<file path="src/pnm_header_parser_macros.svh">
// assertion macros shared by the pnm header parser modules
`ifndef PNM_HEADER_PARSER_MACROS_SVH
`define PNM_HEADER_PARSER_MACROS_SVH

`ifndef SYNTHESIS

`define PNM_ASSERT_IMPL(lbl, ante, cons, msg) \
   lbl: assert property (@(posedge clock) disable iff (reset) (ante) |-> (cons)) \
      else $error(msg);

`define PNM_ASSERT_NEXT(lbl, ante, cons, msg) \
   lbl: assert property (@(posedge clock) disable iff (reset) (ante) |=> (cons)) \
      else $error(msg);

`else

`define PNM_ASSERT_IMPL(lbl, ante, cons, msg)

`define PNM_ASSERT_NEXT(lbl, ante, cons, msg)

`endif

`endif

</file>
<file path="src/pnm_hp_pkg.sv">
// types and constants of the pnm header parser
`default_nettype none

package pnm_hp_pkg;

   typedef enum logic [3:0] {
      PH_SEEK_MAGIC = 4'd0,
      PH_MAGIC2     = 4'd1,
      PH_SEEK_W     = 4'd2,
      PH_NUM_W      = 4'd3,
      PH_SEEK_H     = 4'd4,
      PH_NUM_H      = 4'd5,
      PH_SEEK_MAX   = 4'd6,
      PH_NUM_MAX    = 4'd7,
      PH_DATA       = 4'd8,
      PH_HALT       = 4'd9
   } phase_type;

   typedef enum logic [1:0] {
      KIND_HEADER = 2'd0,
      KIND_DATA   = 2'd1,
      KIND_ERROR  = 2'd2
   } kind_type;

   localparam logic [2:0] IK_UNKNOWN = 3'd0;
   localparam logic [2:0] IK_GRAY8   = 3'd1;
   localparam logic [2:0] IK_GRAY16  = 3'd2;
   localparam logic [2:0] IK_RGB24   = 3'd3;
   localparam logic [2:0] IK_RGB48   = 3'd4;

   localparam logic [7:0] CH_TAB   = 8'd9;
   localparam logic [7:0] CH_LF    = 8'd10;
   localparam logic [7:0] CH_VT    = 8'h0b;
   localparam logic [7:0] CH_FF    = 8'h0c;
   localparam logic [7:0] CH_CR    = 8'd13;
   localparam logic [7:0] CH_SPACE = 8'd32;
   localparam logic [7:0] CH_HASH  = 8'h23;
   localparam logic [7:0] CH_ZERO  = 8'd48;
   localparam logic [7:0] CH_NINE  = 8'd57;
   localparam logic [7:0] CH_FIVE  = 8'h35;
   localparam logic [7:0] CH_SIX   = 8'h36;

   localparam int unsigned DEC_RADIX    = 10;
   localparam int unsigned MAXVAL_WIDE  = 256;
   localparam int unsigned MAXVAL_LIMIT = 65536;

   localparam logic [15:0] SAMPLE_MAX = 16'hffff;

   typedef struct packed {
      logic        emit;
      kind_type    kind;
      logic [15:0] image_width;
      logic [15:0] image_height;
      logic [15:0] max_sample;
      logic [2:0]  image_kind;
      logic [7:0]  pixel_byte;
   } result_type;

endpackage

`default_nettype wire

</file>
<file path="src/pnm_hp_parse.sv">
// parse state registers and the per-byte step logic
`default_nettype none

`include "pnm_header_parser_macros.svh"

module pnm_hp_parse #(
   parameter int DIM_BITS = 16
) (
   input  wire logic                   clock,
   input  wire logic                   reset,
   input  wire logic                   step_en,
   input  wire logic [7:0]             stream_byte,
   input  wire logic                   file_start,
   output pnm_hp_pkg::result_type      result
);

   localparam int ACC_BITS = (DIM_BITS > 16) ? DIM_BITS : 17;
   localparam int PROD_W = ACC_BITS + 4;
   localparam logic [63:0] DIM_MAX = (64'd1 << DIM_BITS) - 64'd1;
   localparam logic [63:0] ACC_CAP = (DIM_MAX > 64'd65536) ? DIM_MAX : 64'd65536;

   pnm_hp_pkg::phase_type phase_ff, phase_in, eff_phase;
   logic                  comment_ff, comment_in, eff_comment;
   logic [ACC_BITS-1:0]   acc_ff, acc_in, eff_acc;
   logic [7:0]            magic_ff, magic_in, eff_magic;
   logic [DIM_BITS-1:0]   width_ff, width_in, eff_width;
   logic [DIM_BITS-1:0]   height_ff, height_in, eff_height;

   logic                  is_space, is_digit;
   logic                  seek_any, num_any;
   logic                  tok_end;
   logic                  field_w, field_h, field_max;
   logic [ACC_BITS-1:0]   tok_val;
   logic [DIM_BITS-1:0]   tok_dim;
   logic [ACC_BITS-1:0]   acc_base;
   logic [3:0]            digit_val;
   logic [PROD_W-1:0]     acc_prod;
   logic [ACC_BITS-1:0]   acc_next;
   logic                  magic_known;
   logic                  too_large;
   logic [31:0]           width_ext, height_ext;

   // a start beat parses against the reset state
   assign eff_phase   = file_start ? pnm_hp_pkg::PH_SEEK_MAGIC : phase_ff;
   assign eff_comment = file_start ? 1'b0 : comment_ff;
   assign eff_acc     = file_start ? '0 : acc_ff;
   assign eff_magic   = file_start ? 8'd0 : magic_ff;
   assign eff_width   = file_start ? '0 : width_ff;
   assign eff_height  = file_start ? '0 : height_ff;

   assign is_space = (stream_byte == pnm_hp_pkg::CH_LF) || (stream_byte == pnm_hp_pkg::CH_CR)
                  || (stream_byte == pnm_hp_pkg::CH_TAB) || (stream_byte == pnm_hp_pkg::CH_SPACE)
                  || (stream_byte == pnm_hp_pkg::CH_VT) || (stream_byte == pnm_hp_pkg::CH_FF);
   assign is_digit = (stream_byte >= pnm_hp_pkg::CH_ZERO) && (stream_byte <= pnm_hp_pkg::CH_NINE);

   assign seek_any = (eff_phase == pnm_hp_pkg::PH_SEEK_MAGIC) || (eff_phase == pnm_hp_pkg::PH_SEEK_W)
                  || (eff_phase == pnm_hp_pkg::PH_SEEK_H) || (eff_phase == pnm_hp_pkg::PH_SEEK_MAX);
   assign num_any  = (eff_phase == pnm_hp_pkg::PH_NUM_W) || (eff_phase == pnm_hp_pkg::PH_NUM_H)
                  || (eff_phase == pnm_hp_pkg::PH_NUM_MAX);

   assign field_w   = (eff_phase == pnm_hp_pkg::PH_SEEK_W) || (eff_phase == pnm_hp_pkg::PH_NUM_W);
   assign field_h   = (eff_phase == pnm_hp_pkg::PH_SEEK_H) || (eff_phase == pnm_hp_pkg::PH_NUM_H);
   assign field_max = (eff_phase == pnm_hp_pkg::PH_SEEK_MAX)
                   || (eff_phase == pnm_hp_pkg::PH_NUM_MAX);

   // token ends on a non-digit that is not skipped
   assign tok_end = !is_digit && ((num_any)
                 || (seek_any && !eff_comment && (stream_byte != pnm_hp_pkg::CH_HASH)
                     && !is_space && (eff_phase != pnm_hp_pkg::PH_SEEK_MAGIC)));
   assign tok_val = num_any ? eff_acc : '0;
   assign tok_dim = (tok_val > ACC_BITS'(DIM_MAX)) ? DIM_BITS'(DIM_MAX)
                                                   : tok_val[DIM_BITS-1:0];

   // multiply-by-ten accumulate, saturating
   assign acc_base  = num_any ? eff_acc : '0;
   assign digit_val = 4'(stream_byte - pnm_hp_pkg::CH_ZERO);
   assign acc_prod  = PROD_W'(acc_base) * PROD_W'(pnm_hp_pkg::DEC_RADIX) + PROD_W'(digit_val);
   assign acc_next  = (acc_prod > PROD_W'(ACC_CAP)) ? ACC_BITS'(ACC_CAP)
                                                    : acc_prod[ACC_BITS-1:0];

   assign magic_known = (eff_magic == pnm_hp_pkg::CH_FIVE) || (eff_magic == pnm_hp_pkg::CH_SIX);
   assign too_large   = tok_val >= ACC_BITS'(pnm_hp_pkg::MAXVAL_LIMIT);

   assign width_ext  = 32'(eff_width);
   assign height_ext = 32'(eff_height);

   // next state
   always_comb begin
      phase_in   = eff_phase;
      comment_in = eff_comment;
      acc_in     = eff_acc;
      magic_in   = eff_magic;
      width_in   = eff_width;
      height_in  = eff_height;
      if (seek_any && eff_comment) begin
         if (stream_byte == pnm_hp_pkg::CH_LF) comment_in = 1'b0;
      end else if (seek_any && (stream_byte == pnm_hp_pkg::CH_HASH)) begin
         comment_in = 1'b1;
      end else if (seek_any && is_space) begin
         comment_in = eff_comment;
      end else if (eff_phase == pnm_hp_pkg::PH_SEEK_MAGIC) begin
         phase_in = pnm_hp_pkg::PH_MAGIC2;
      end else if (eff_phase == pnm_hp_pkg::PH_MAGIC2) begin
         magic_in = stream_byte;
         phase_in = pnm_hp_pkg::PH_SEEK_W;
      end else if ((seek_any || num_any) && is_digit) begin
         acc_in = acc_next;
         unique case (eff_phase)
            pnm_hp_pkg::PH_SEEK_W:   phase_in = pnm_hp_pkg::PH_NUM_W;
            pnm_hp_pkg::PH_SEEK_H:   phase_in = pnm_hp_pkg::PH_NUM_H;
            pnm_hp_pkg::PH_SEEK_MAX: phase_in = pnm_hp_pkg::PH_NUM_MAX;
            default:                 phase_in = eff_phase;
         endcase
      end else if (tok_end) begin
         acc_in = '0;
         priority if (field_w) begin
            width_in = tok_dim;
            phase_in = pnm_hp_pkg::PH_SEEK_H;
         end else if (field_h) begin
            height_in = tok_dim;
            phase_in  = pnm_hp_pkg::PH_SEEK_MAX;
         end else if (magic_known && too_large) begin
            phase_in = pnm_hp_pkg::PH_HALT;
         end else begin
            phase_in = pnm_hp_pkg::PH_DATA;
         end
      end
   end

   // result of this beat
   always_comb begin
      result              = '0;
      result.kind         = pnm_hp_pkg::KIND_HEADER;
      result.image_width  = width_ext[15:0];
      result.image_height = height_ext[15:0];
      if (eff_phase == pnm_hp_pkg::PH_DATA) begin
         result.emit       = 1'b1;
         result.kind       = pnm_hp_pkg::KIND_DATA;
         result.pixel_byte = stream_byte;
      end else if (tok_end && field_max) begin
         result.emit = 1'b1;
         if (magic_known && too_large) begin
            result.kind = pnm_hp_pkg::KIND_ERROR;
         end else begin
            result.kind       = pnm_hp_pkg::KIND_HEADER;
            result.max_sample = (tok_val > ACC_BITS'(pnm_hp_pkg::SAMPLE_MAX))
                              ? pnm_hp_pkg::SAMPLE_MAX : tok_val[15:0];
            if (!magic_known) begin
               result.image_kind = pnm_hp_pkg::IK_UNKNOWN;
            end else if (eff_magic == pnm_hp_pkg::CH_FIVE) begin
               result.image_kind = (tok_val >= ACC_BITS'(pnm_hp_pkg::MAXVAL_WIDE))
                                 ? pnm_hp_pkg::IK_GRAY16 : pnm_hp_pkg::IK_GRAY8;
            end else begin
               result.image_kind = (tok_val >= ACC_BITS'(pnm_hp_pkg::MAXVAL_WIDE))
                                 ? pnm_hp_pkg::IK_RGB48 : pnm_hp_pkg::IK_RGB24;
            end
         end
      end
   end

   always_ff @(posedge clock) begin
      if (reset) begin
         phase_ff   <= pnm_hp_pkg::PH_SEEK_MAGIC;
         comment_ff <= 1'b0;
         acc_ff     <= '0;
         magic_ff   <= 8'd0;
         width_ff   <= '0;
         height_ff  <= '0;
      end else if (step_en) begin
         phase_ff   <= phase_in;
         comment_ff <= comment_in;
         acc_ff     <= acc_in;
         magic_ff   <= magic_in;
         width_ff   <= width_in;
         height_ff  <= height_in;
      end
   end

   `PNM_ASSERT_NEXT(a_error_halts, step_en && result.emit && (result.kind == pnm_hp_pkg::KIND_ERROR), phase_ff == pnm_hp_pkg::PH_HALT, "error result did not halt the parse")
   `PNM_ASSERT_IMPL(a_halt_silent, step_en && !file_start && (phase_ff == pnm_hp_pkg::PH_HALT), !result.emit, "result emitted while halted")

endmodule

`default_nettype wire

</file>
<file path="src/pnm_header_parser.sv">
// top level of the binary pnm header parser
//
// req channel: one beat per file byte; req_tuser high marks the first byte
// of a new file and restarts the parse from that byte.
// rsp channel: at most one beat per input byte. rsp_tuser gives the kind:
// header complete, pixel data byte, or maxval too large. after an error the
// parser drops bytes until the next start beat.
// path: a byte that yields a result reaches rsp through the input register,
// then the result register.
// throughput: one byte per cycle while rsp is not stalled; the parse state
// is a single register set, one step per byte with one multiply-by-ten accumulate.
// stall: when rsp_tready is low with a result held, the input register
// holds its byte and req_tready drops once it is full; bytes that give no
// result still need the result register free to move on.
// reset: synchronous; the parse restarts looking for the magic, both
// channels empty.
`default_nettype none

`include "pnm_header_parser_macros.svh"

module pnm_header_parser #(
   parameter int DIM_BITS = 16
) (
   input  wire logic        clock,
   input  wire logic        reset,
   input  wire logic        req_tvalid,
   output logic             req_tready,
   input  wire logic [7:0]  req_tdata,   // stream_byte [7:0]
   input  wire logic        req_tuser,   // file_start [0]
   output logic             rsp_tvalid,
   input  wire logic        rsp_tready,
   output logic [63:0]      rsp_tdata,   // image_width [15:0], image_height [31:16],
                                         // max_sample [47:32], image_kind [50:48],
                                         // pixel_byte [58:51], zero [63:59]
   output logic [1:0]       rsp_tuser    // result_kind [1:0]
);

   logic                   in_valid_ff, in_valid_in;
   logic [7:0]             in_byte_ff;
   logic                   in_start_ff;
   logic                   advance;
   logic                   req_beat;
   pnm_hp_pkg::result_type step_res;
   logic                   out_valid_ff, out_valid_in;
   pnm_hp_pkg::result_type out_res_ff;

   assign advance    = in_valid_ff && (!out_valid_ff || rsp_tready);
   assign req_tready = !in_valid_ff || advance;
   assign req_beat   = req_tvalid && req_tready;

   always_comb begin
      in_valid_in = in_valid_ff;
      if (req_beat) in_valid_in = 1'b1;
      else if (advance) in_valid_in = 1'b0;
   end

   always_comb begin
      out_valid_in = out_valid_ff;
      if (advance) out_valid_in = step_res.emit;
      else if (rsp_tready) out_valid_in = 1'b0;
   end

   pnm_hp_parse #(
      .DIM_BITS (DIM_BITS)
   ) u_parse (
      .clock       (clock),
      .reset       (reset),
      .step_en     (advance),
      .stream_byte (in_byte_ff),
      .file_start  (in_start_ff),
      .result      (step_res)
   );

   always_ff @(posedge clock) begin
      if (reset) begin
         in_valid_ff  <= 1'b0;
         out_valid_ff <= 1'b0;
      end else begin
         in_valid_ff  <= in_valid_in;
         out_valid_ff <= out_valid_in;
      end
   end

   // payload registers
   always_ff @(posedge clock) begin
      if (req_beat) begin
         in_byte_ff  <= req_tdata;
         in_start_ff <= req_tuser;
      end
      if (advance) out_res_ff <= step_res;
   end

   assign rsp_tvalid = out_valid_ff;
   assign rsp_tuser  = out_res_ff.kind;
   assign rsp_tdata  = {5'd0, out_res_ff.pixel_byte, out_res_ff.image_kind,
                        out_res_ff.max_sample, out_res_ff.image_height,
                        out_res_ff.image_width};

   `PNM_ASSERT_IMPL(a_full_take_moves, req_beat && in_valid_ff, advance, "beat taken over a held byte")
   `PNM_ASSERT_IMPL(a_result_from_step, $rose(out_valid_ff), $past(advance), "result appeared without a step")
   `PNM_ASSERT_IMPL(a_data_clean, rsp_tvalid && (rsp_tuser == pnm_hp_pkg::KIND_DATA), (out_res_ff.max_sample == 16'd0) && (out_res_ff.image_kind == pnm_hp_pkg::IK_UNKNOWN), "data beat carries header fields")

endmodule

`default_nettype wire
</file>
<file path="config.mk">
export PLATFORM = sky130hd
export DESIGN_NAME = pnm_header_parser
export DESIGN_NICKNAME = d
export VERILOG_FILES = /design/src/pnm_hp_pkg.sv /design/src/pnm_hp_parse.sv /design/src/pnm_header_parser.sv
export VERILOG_INCLUDE_DIRS = /design/src /design/src/src
export SDC_FILE = /design/constraint.sdc
export NUM_CORES = 1
export LEC_CHECK = 0
export BUFFER_PORTS_ARGS = -buffer_cell sky130_fd_sc_hd__buf_4
export CORE_MARGIN = 3
export CORE_UTILIZATION = 40
export CTS_CLUSTER_DIAMETER = 100
export DETAILED_ROUTE_END_ITERATION = 7
export SYNTH_ARGS = -nofsm -noshare
export SYNTH_HDL_FRONTEND = slang
export SYNTH_SLANG_ARGS = --single-unit
</file>
<file path="constraint.sdc">
create_clock -name clock -period 12.65 [get_ports clock]
set_input_delay 1.8975 -clock clock [delete_from_list [all_inputs] [get_ports clock]]
set_output_delay 1.8975 -clock clock [all_outputs]
set_load 0.01 [all_outputs]
</file>
==> results of run 1 <==
## layout make-up
type / instances / area (sq um) / area share
clock buffer: 17 / 425 / 0.0498
clock inverter: 15 / 216 / 0.0253
inverter: 8 / 30.0 / 0.00351
multi-input combinational: 576 / 3600 / 0.421
sequential: 134 / 3380 / 0.396
tap: 225 / 282 / 0.0329
timing repair buffer: 81 / 608 / 0.0712
## worst reg2reg max path: stages, from the launching register on
cell and delay (ns):
edfxtp_1 0.33, buf_4 0.51, clkinv_1 0.42, nand4_1 0.20
buf_4 0.37, nor2_1 0.11, ha_1 0.25, fa_1 0.44
a211oi_4 0.37, nor2_2 0.13, nor4b_4 0.40, and4_1 0.32
and4_1 0.27, xor2_1 0.11, nor4_2 0.31, o21a_4 0.27
o211ai_1 0.13, a211oi_1 0.24
## how the worst max path moves through the flow
stage	start	endpoint	slack, ns	cells past startpoint
final	in_start_ff$_DFFE_PP_	u_parse.acc_ff[3]$_SDFFE_PP0P_	7.41	17
after global routing	in_start_ff$_DFFE_PP_	u_parse.acc_ff[3]$_SDFFE_PP0P_	6.95	17
after CTS	in_start_ff$_DFFE_PP_	u_parse.acc_ff[3]$_SDFFE_PP0P_	7.43	17
after detailed placement	in_start_ff$_DFFE_PP_	u_parse.acc_ff[11]$_SDFFE_PP0P_	7.46	17
after global placement	in_start_ff$_DFFE_PP_	u_parse.acc_ff[11]$_SDFFE_PP0P_	7.61	17
after floorplan	rsp_tready	u_parse.height_ff[10]$_SDFFE_PP0P_	7.38	8
## routing by layer
| layer | vias to the layer above | wire, um |
|---|---|---|
| li1 | 2882 | - |
| met1 | 2875 | 8630 |
| met2 | 203 | 8760 |
| met3 | 19 | 1220 |
| met4 | 0 | 223 |
| met5 | - | 0 |
## Yosys cell counts, drive strengths merged, types with 5 or more instances
master / count / area share
ha: 20 / 0.035
edfxtp: 70 / 0.29
nand3: 14 / 0.0097
o211ai: 15 / 0.017
dfxtp: 64 / 0.18
clkbuf: 30 / 0.016
and3: 20 / 0.017
xnor2: 24 / 0.029
buf: 21 / 0.015
nand2: 38 / 0.020
a21oi: 45 / 0.031
o21ai: 22 / 0.016
nand4: 8 / 0.0069
a22oi: 31 / 0.032
nor3: 28 / 0.020
a211oi: 7 / 0.011
nor4: 9 / 0.010
xor2: 8 / 0.012
inv: 7 / 0.0036
nor2: 135 / 0.071
nor2b: 47 / 0.041
and2: 15 / 0.013
a21o: 5 / 0.0052
a32oi: 7 / 0.0085
## stage by stage
step	power [mW]	utilization
2_1_floorplan	0.505	-
3_3_place_gp	0.523	0.452
3_5_place_dp	0.524	0.452
4_1_cts	1.06	0.489
5_1_grt	1.08	0.489
6_report	1.05	0.489
## sequential cells by signal, indices dropped and copies added (netlist names)
name,count
rsp_tuser,2
in_byte_ff,8
in_valid_ff,1
rsp_tdata,59
rsp_tvalid,1
u_parse.magic_ff,8
in_start_ff,1
u_parse.height_ff,16
u_parse.phase_ff,4
u_parse.comment_ff,1
u_parse.acc_ff,17
u_parse.width_ff,16
## power groups by stage
stage	registers [mW]	clock network [mW]	logic, mW
after floorplan	0.482	0	0.0237
after global placement	0.480	0	0.0429
after detailed placement	0.480	0	0.0435
after CTS	0.471	0.547	0.0436
after global routing	0.472	0.565	0.0480
final	0.471	0.539	0.0434
## cell families after synthesis
logic type / after synthesis
AND/OR/NAND/NOR: 346
AO/OA/AOI/OAI: 167
flip-flops: 134
buffers and inverters: 59
XOR/XNOR: 32
adder cells (fa/ha/maj): 21
multiplexers: 5
other: 1
==> metrics.md, run 1 <==
| Metric | Value |
|---|---|
| Vias per cell | 5.66 |
| Status | finished clean |
| Met3 Use GR | 0.0420 |
| Worst-Margin Slew | 1.22 ns |
| Critical Path Max Stage Delay | 0.51 ns |
| Area grow syn2layout | 18.3% |
| DRC viols | 0 |
| P_int | slightly above 800 uW |
| Crit path buffers/inverters | 3 |
| Layout Nets | 852 |
| Minimum clock period | 5.24 ns |
| Vias after detailed routing | 5979 |
| Setup CP Type | flip-flop to flip-flop |
| Synthesis-stage register bit count | about 130 |
| Hold WC Path Type | flip-flop to flip-flop |
| Global route hottest layer | met2 |
| GRT Overall Usage | 0.194 |
| R2r endpoint | u_parse.acc_ff[3]$_SDFFE_PP0P_ |
| I/O Pins | 81 |
| Synthesized-area fraction occupied by and/or/nand/nor cells | 0.246 |
| Die span in y | approximately 140 um |
| Worst-path maximum fanout | 60 |
| Hold-fix buffers, CTS | 0 |
| Filler cells | 1634 |
| Post-route ant nets | 0 |
| Vias in the first global route | 5782 |
| Hold WS | 0.478 ns |
| Post-cts resize count | 0 |
| Seq pwr share | 0.447 |
| H-tree levels | 4 |
| Setup_tns | 0 ns |
| Crit path max-delay family | simple AND/OR/NAND/NOR gates |
| Initial Util | 0.413 |
| Cells after Synth | about 770 |
| Worst Hold Path EP | u_parse.height_ff[14]$_SDFFE_PP0P_ |
| Die X | approximately 140 um |
| Met1 Use GR | 0.267 |
| Synth Area in Compound Gates | 0.165 |
| Die footprint | between 15000 and 20000 sq um |
| Leak | approximately 3.2 nW |
| Design Area, Final | about 8500 sq um |
| Max Slew Vio Count | 0 |
| Row cnt | between 40 and 50 |
| Reg2reg setup slack | roughly 7.4 ns |
| Combinational Power Share | 0.041 |
| Mapped Area | around 7200 sq um |
| Final Non-Filler Cells | approximately 1100 |
| Clk slew on worst S/H paths | approximately 0.070 ns |
| Data arrival, critical path | ~5.6 ns |
| Clock Power Share | 0.511 |
| Congestion Overflow GR | 0 |
| Final setup viols | 0 |
| Peak supply drop | 93.3 uV |
| Clk sinks | around 130 |
| Cell variety after synth | 76 |
| TritonRoute pass-1 iters | 5 |
| Hold path depth | 2 |
| Setup crit end kind | flip-flop |
| Async SR Flop Fraction | 0 |
| Largest net degree at the start of global routing | 67 |
| Initial DRC count | about 500 |
| Number of synthesis warnings | 0 |
| Ant. Diodes | 0 |
| Slew HR | 0.177 |
| Placed cell areas | ~8000 sq um |
| Final WS setup | 7.41 ns |
| Main combinational cell family by area after synthesis | simple AND/OR/NAND/NOR gates |
| Worst R2R Path Depth | 17 |
| Post-synthesis mux area share | 0.00710 |
| Worst path required time | about 13 ns |
| Met2 Resource Use GR | 0.312 |
| Port buffer count | between 70 and 80 |
| CP max-delay cell | buf_4 |
| CTS Buf Count | 17 |
| Power density cells | between 100 and 150 nW/um^2 |
| R2R Path Start | in_start_ff$_DFFE_PP_ |
| Hold path start | u_parse.height_ff[14]$_SDFFE_PP0P_ |
| Core area | about 17000 sq um |
| Area share of fa/ha/maj cells after synthesis | 0.0374 |
| Crit-path cells | buf_4 -> clkinv_1 -> nand4_1 -> buf_4 -> nor2_1 -> ha_1 -> fa_1 -> a211oi_4 -> nor2_2 -> nor4b_4 -> and4_1 -> and4_1 -> xor2_1 -> nor4_2 -> o21a_4 -> o211ai_1 -> a211oi_1 |
| Pre-CTS setup slack | approximately 7.5 ns |
| Tcrit/Tclk final | 0.414 |
| CTS tree | yes |
| Sw Share | 0.225 |
| Layout cell share with drive strength beyond 1 | 0.171 |
| Main synth FF type | edfxtp_1 |
| Post-DP HPWL | around 14000 um |
| Commonest cells after routing, fill and taps aside | 133 x nor2_1, 81 x buf_4, 70 x edfxtp_1 |
| Placed cells | slightly above 1000 |
| Final Hold Fails | 0 |
| F_max | between 150 and 200 MHz |
| DRT Wirelength | 18800 um |
| Mean routed wirelength per cell | roughly 18 um |
| RSZ-0062 raised after global routing | false |
| Post-synthesis sequential area ratio | 0.468 |
| Syn avg cell area | between 9 and 10 sq um |
| CTS max path bufs | 2 |
| Synth Area in XOR/XNOR | 0.0409 |
| First-pass GRT wire length | about 31000 um |
| Maximum Capacitance Violations | 0 |
| Setup repair bufs after CTS | 0 |
| Routability congestion estimate | 0.920 |
| Initial antenna violation count | 0 |
| EDFF count, synth | 70 |
| Switch Pwr | 237 uW |
| Startpoint types | flip-flop |
| Most common cell after layout, fill and taps aside | nor2_1 |
| Clk_skew | 0.0100 ns |
| Clock root buffer | clkbuf_16 |
| Worst skew pair latency | between 0.4 and 0.5 ns |
Power figures use the tool's default switching activity.
==> inputs of run 2 (changes only) <==
--- a/config.mk
+++ b/config.mk
@@ -6,6 +6,7 @@
 export SDC_FILE = /design/constraint.sdc
 export NUM_CORES = 1
 export LEC_CHECK = 0
+export ABC_AREA = 1
 export BUFFER_PORTS_ARGS = -buffer_cell sky130_fd_sc_hd__buf_4
 export CORE_MARGIN = 3
 export CORE_UTILIZATION = 40
==> constraint.sdc (replaced) <==
create_clock -name clock -period 5 [get_ports clock]
set_input_delay 0.75 -clock clock [delete_from_list [all_inputs] [get_ports clock]]
set_output_delay 0.75 -clock clock [all_outputs]
set_load 0.01 [all_outputs]
==> run 2 against run 1 <==
- clock skew is 0.0017 ns lower
- area after synthesis is 18% higher
- critical path depth is 10 higher
- count of clock-buffer cells in the layout is 1 higher
- register-to-register slack worse by 6.9 ns
- total power grew to 2.6 times the previous value
- maximum frequency is 16% higher
==> metrics.md, run 2 <==
| Metric | Value |
|---|---|
| Status | finished clean |
| Setup CP Type | flip-flop to flip-flop |
| I/O Pins | 81 |
| Cell accounting for the most synthesized area | edfxtp_1 |
| Clock root buffer | clkbuf_16 |
| Mapped Area | 8550 sq um |
| H-tree levels | 4 |
| Vias in the first global route | between 7000 and 8000 |
| Minimum clock period | approximately 4.5 ns |
| Initial Util | 0.415 |
| Power density cells | 274 nW/um^2 |
| Most numerous cell in the Yosys netlist | nand2_1 |
| Die span in y | 152 um |
| Routability congestion estimate | 0.900 |
| Final Hold Fails | 0 |
| Tcrit/Tclk final | 0.905 |
| Vias after detailed routing | between 7000 and 8000 |
| Data arrival, critical path | roughly 4.9 ns |
| Hold path start | u_parse.height_ff[7]$_SDFFE_PP0P_ |
| Setup_tns | 0 ns |
| R2R Path Start | in_start_ff$_DFFE_PP_ |
| CTS Buf Count | 17 |
| First-pass GRT wire length | about 37000 um |
| Synth top area cells | edfxtp_1 25%, dfxtp_1 15%, nand2_1 11%, nor2_1 8.5%, inv_1 6.6% |
| Hold WC Path Type | flip-flop to flip-flop |
| Layout cell share with drive strength beyond 1 | 0.177 |
| Row cnt | 52 |
| Most common cell after layout, fill and taps aside | nand2_1 |
| Leak | around 4.2 nW |
| Switch Pwr | between 700 and 800 uW |
| CTS max path bufs | 2 |
| Top-area cell type share of the netlist area | 0.246 |
| Cells after Synth | roughly 1200 |
| Async SR Flop Fraction | 0 |
| DRC viols | 0 |
| Post-DP HPWL | roughly 17000 um |
| Seq pwr share | 0.456 |
| Startpoint types | flip-flop |
| Worst path required time | between 5 and 6 ns |
| Mean routed wirelength per cell | ~15 um |
| EDFF count, synth | 70 |
| Layout Nets | ~1300 |
| DRT Wirelength | roughly 23000 um |
| Setup repair bufs after CTS | 0 |
| Largest register FFs | between 50 and 60 |
| TritonRoute pass-1 iters | 5 |
| Synthesis-stage register bit count | ~130 |
| F_max | around 220 MHz |
| Peak supply drop | slightly above 200 uV |
| Maximum Capacitance Violations | 0 |
| Hold WS | ~0.46 ns |
| Worst-path maximum fanout | 17 |
| Vias per cell | slightly above 5 |
| Number of synthesis warnings | 0 |
| Combinational Power Share | 0.103 |
| Clk_skew | just over 0.008 ns |
| Initial antenna violation count | 0 |
| Largest net degree at the start of global routing | 36 |
| Die footprint | between 20000 and 25000 sq um |
| Cell variety after synth | roughly 50 |
| Worst skew pair latency | roughly 0.43 ns |
| Max Slew Vio Count | 0 |
| Main synth FF type | edfxtp_1 |
| Congestion Overflow GR | 0 |
| Clk sinks | approximately 130 |
| Post-route ant nets | 0 |
| Worst-Margin Slew | just under 1 ns |
| GRT Overall Usage | 0.196 |
| Die X | 152 um |
| Setup crit end kind | flip-flop |
| Launch point of the critical path | in_start_ff$_DFFE_PP_ |
| CTS tree | yes |
| P_int | about 2.0 mW |
| Final setup viols | 0 |
| Reg2reg setup slack | 0.47 ns |
| Most frequent cells after synthesis | 243 x nand2_1, 193 x nor2_1, 151 x inv_1, 80 x a21oi_1, 70 x edfxtp_1 |
| Area grow syn2layout | 15.2% |
| Sw Share | 0.262 |
| Initial DRC count | ~570 |
| Clock Power Share | 0.441 |
| Final Total Pwr | 2.70 mW |
| Post-synthesis sequential area ratio | 0.396 |
| Commonest cells after routing, fill and taps aside | 243 x nand2_1, 190 x nor2_1, 150 x inv_1 |
| Core area | a little over 20000 sq um |
| Syn avg cell area | 7.34 sq um |
| Port buffer count | 75 |
| Slew HR | 0.346 |
| Ant. Diodes | 0 |
| RSZ-0062 raised after global routing | false |
| Clk slew on worst S/H paths | 0.06 ns |
run 2: path summary, 6_finish.rpt:
kind,cells past startpoint,end
worst max-delay path,27,u_parse.acc_ff[4]$_SDFFE_PP0P_
worst min-delay path,2,u_parse.height_ff[7]$_SDFFE_PP0P_
worst max register to register,27,u_parse.acc_ff[4]$_SDFFE_PP0P_
worst min register to register,2,u_parse.height_ff[7]$_SDFFE_PP0P_
run 2: kinds of logic after synthesis:
kind of cell,Yosys count,share of synthesized area
other,1,0.000438
and+or+nand+nor,592,0.317
AOI/OAI and AO/OA,201,0.136
xor gates and xnor gates,8,0.0126
adders and majority gates,21,0.0316
buffers and inverters,209,0.107
DFF,134,0.396
run 2: power groups by stage:
stage                     clock (mW)  sequential, mW  combinational [mW]
after global routing            1.26            1.24               0.313
after global placement             0            1.25               0.274
final                           1.19            1.23               0.279
after floorplan                    0            1.26               0.181
after detailed placement           0            1.25               0.276
after CTS                       1.20            1.23               0.277
run 2: through the flow:
stage | instances | setup WS [ns] | util | cell area [sq um]
2_1_floorplan | 1170 | 1.06 | - | 8570
4_1_cts | 1514 | 0.342 | 0.477 | 9830
3_5_place_dp | 1482 | 0.363 | 0.449 | 9270
6_report | 1514 | 0.474 | 0.478 | 9850
3_3_place_gp | 1482 | 0.407 | 0.449 | 9270
5_1_grt | 1514 | 0.0237 | 0.478 | 9850
run 2: cell type report:
type                       count  area, sq um
sequential                   134         3380
fill                        2087        10800
timing repair buffer          89          672
clock inverter                14          124
tap                          270          338
clock buffer                  18          439
multi-input combinational    827         4280
inverter                     162          612
run 2: metal layers:
metal	vias up	GRT usage	share of wire
met1	3517	0.266	0.47
met3	37	0.0352	0.052
met4	0	0.0672	0.023
li1	3930	-	-
met5	-	0	0
met2	209	0.318	0.46
run 2: what timing repair did:
item,in CTS,in global routing
endpoints found under the setup margin,0,16
gates resized for setup,0,7
hold buffers,0,0
run 2: critical path: stages, from the launching register on:
cell and delay [ns]:
edfxtp_1 0.50, inv_4 0.16, nand2_2 0.10, nor2_1 0.10, nand2_1 0.07, nand2_2 0.07, clkinv_1 0.21, buf_4 0.27
nor2_1 0.27, ha_1 0.29, ha_1 0.41, inv_1 0.15, o21bai_1 0.11, nand2_1 0.07, nand2_1 0.05, a21oi_1 0.16
nand2_1 0.11, nand2_1 0.10, nand2_1 0.08, nand2_1 0.15, nor2_1 0.09, a21oi_2 0.18, nand2_4 0.08, nor2_8 0.31
nand3_1 0.14, nand2_1 0.08, nand2_1 0.04, a21oi_1 0.11
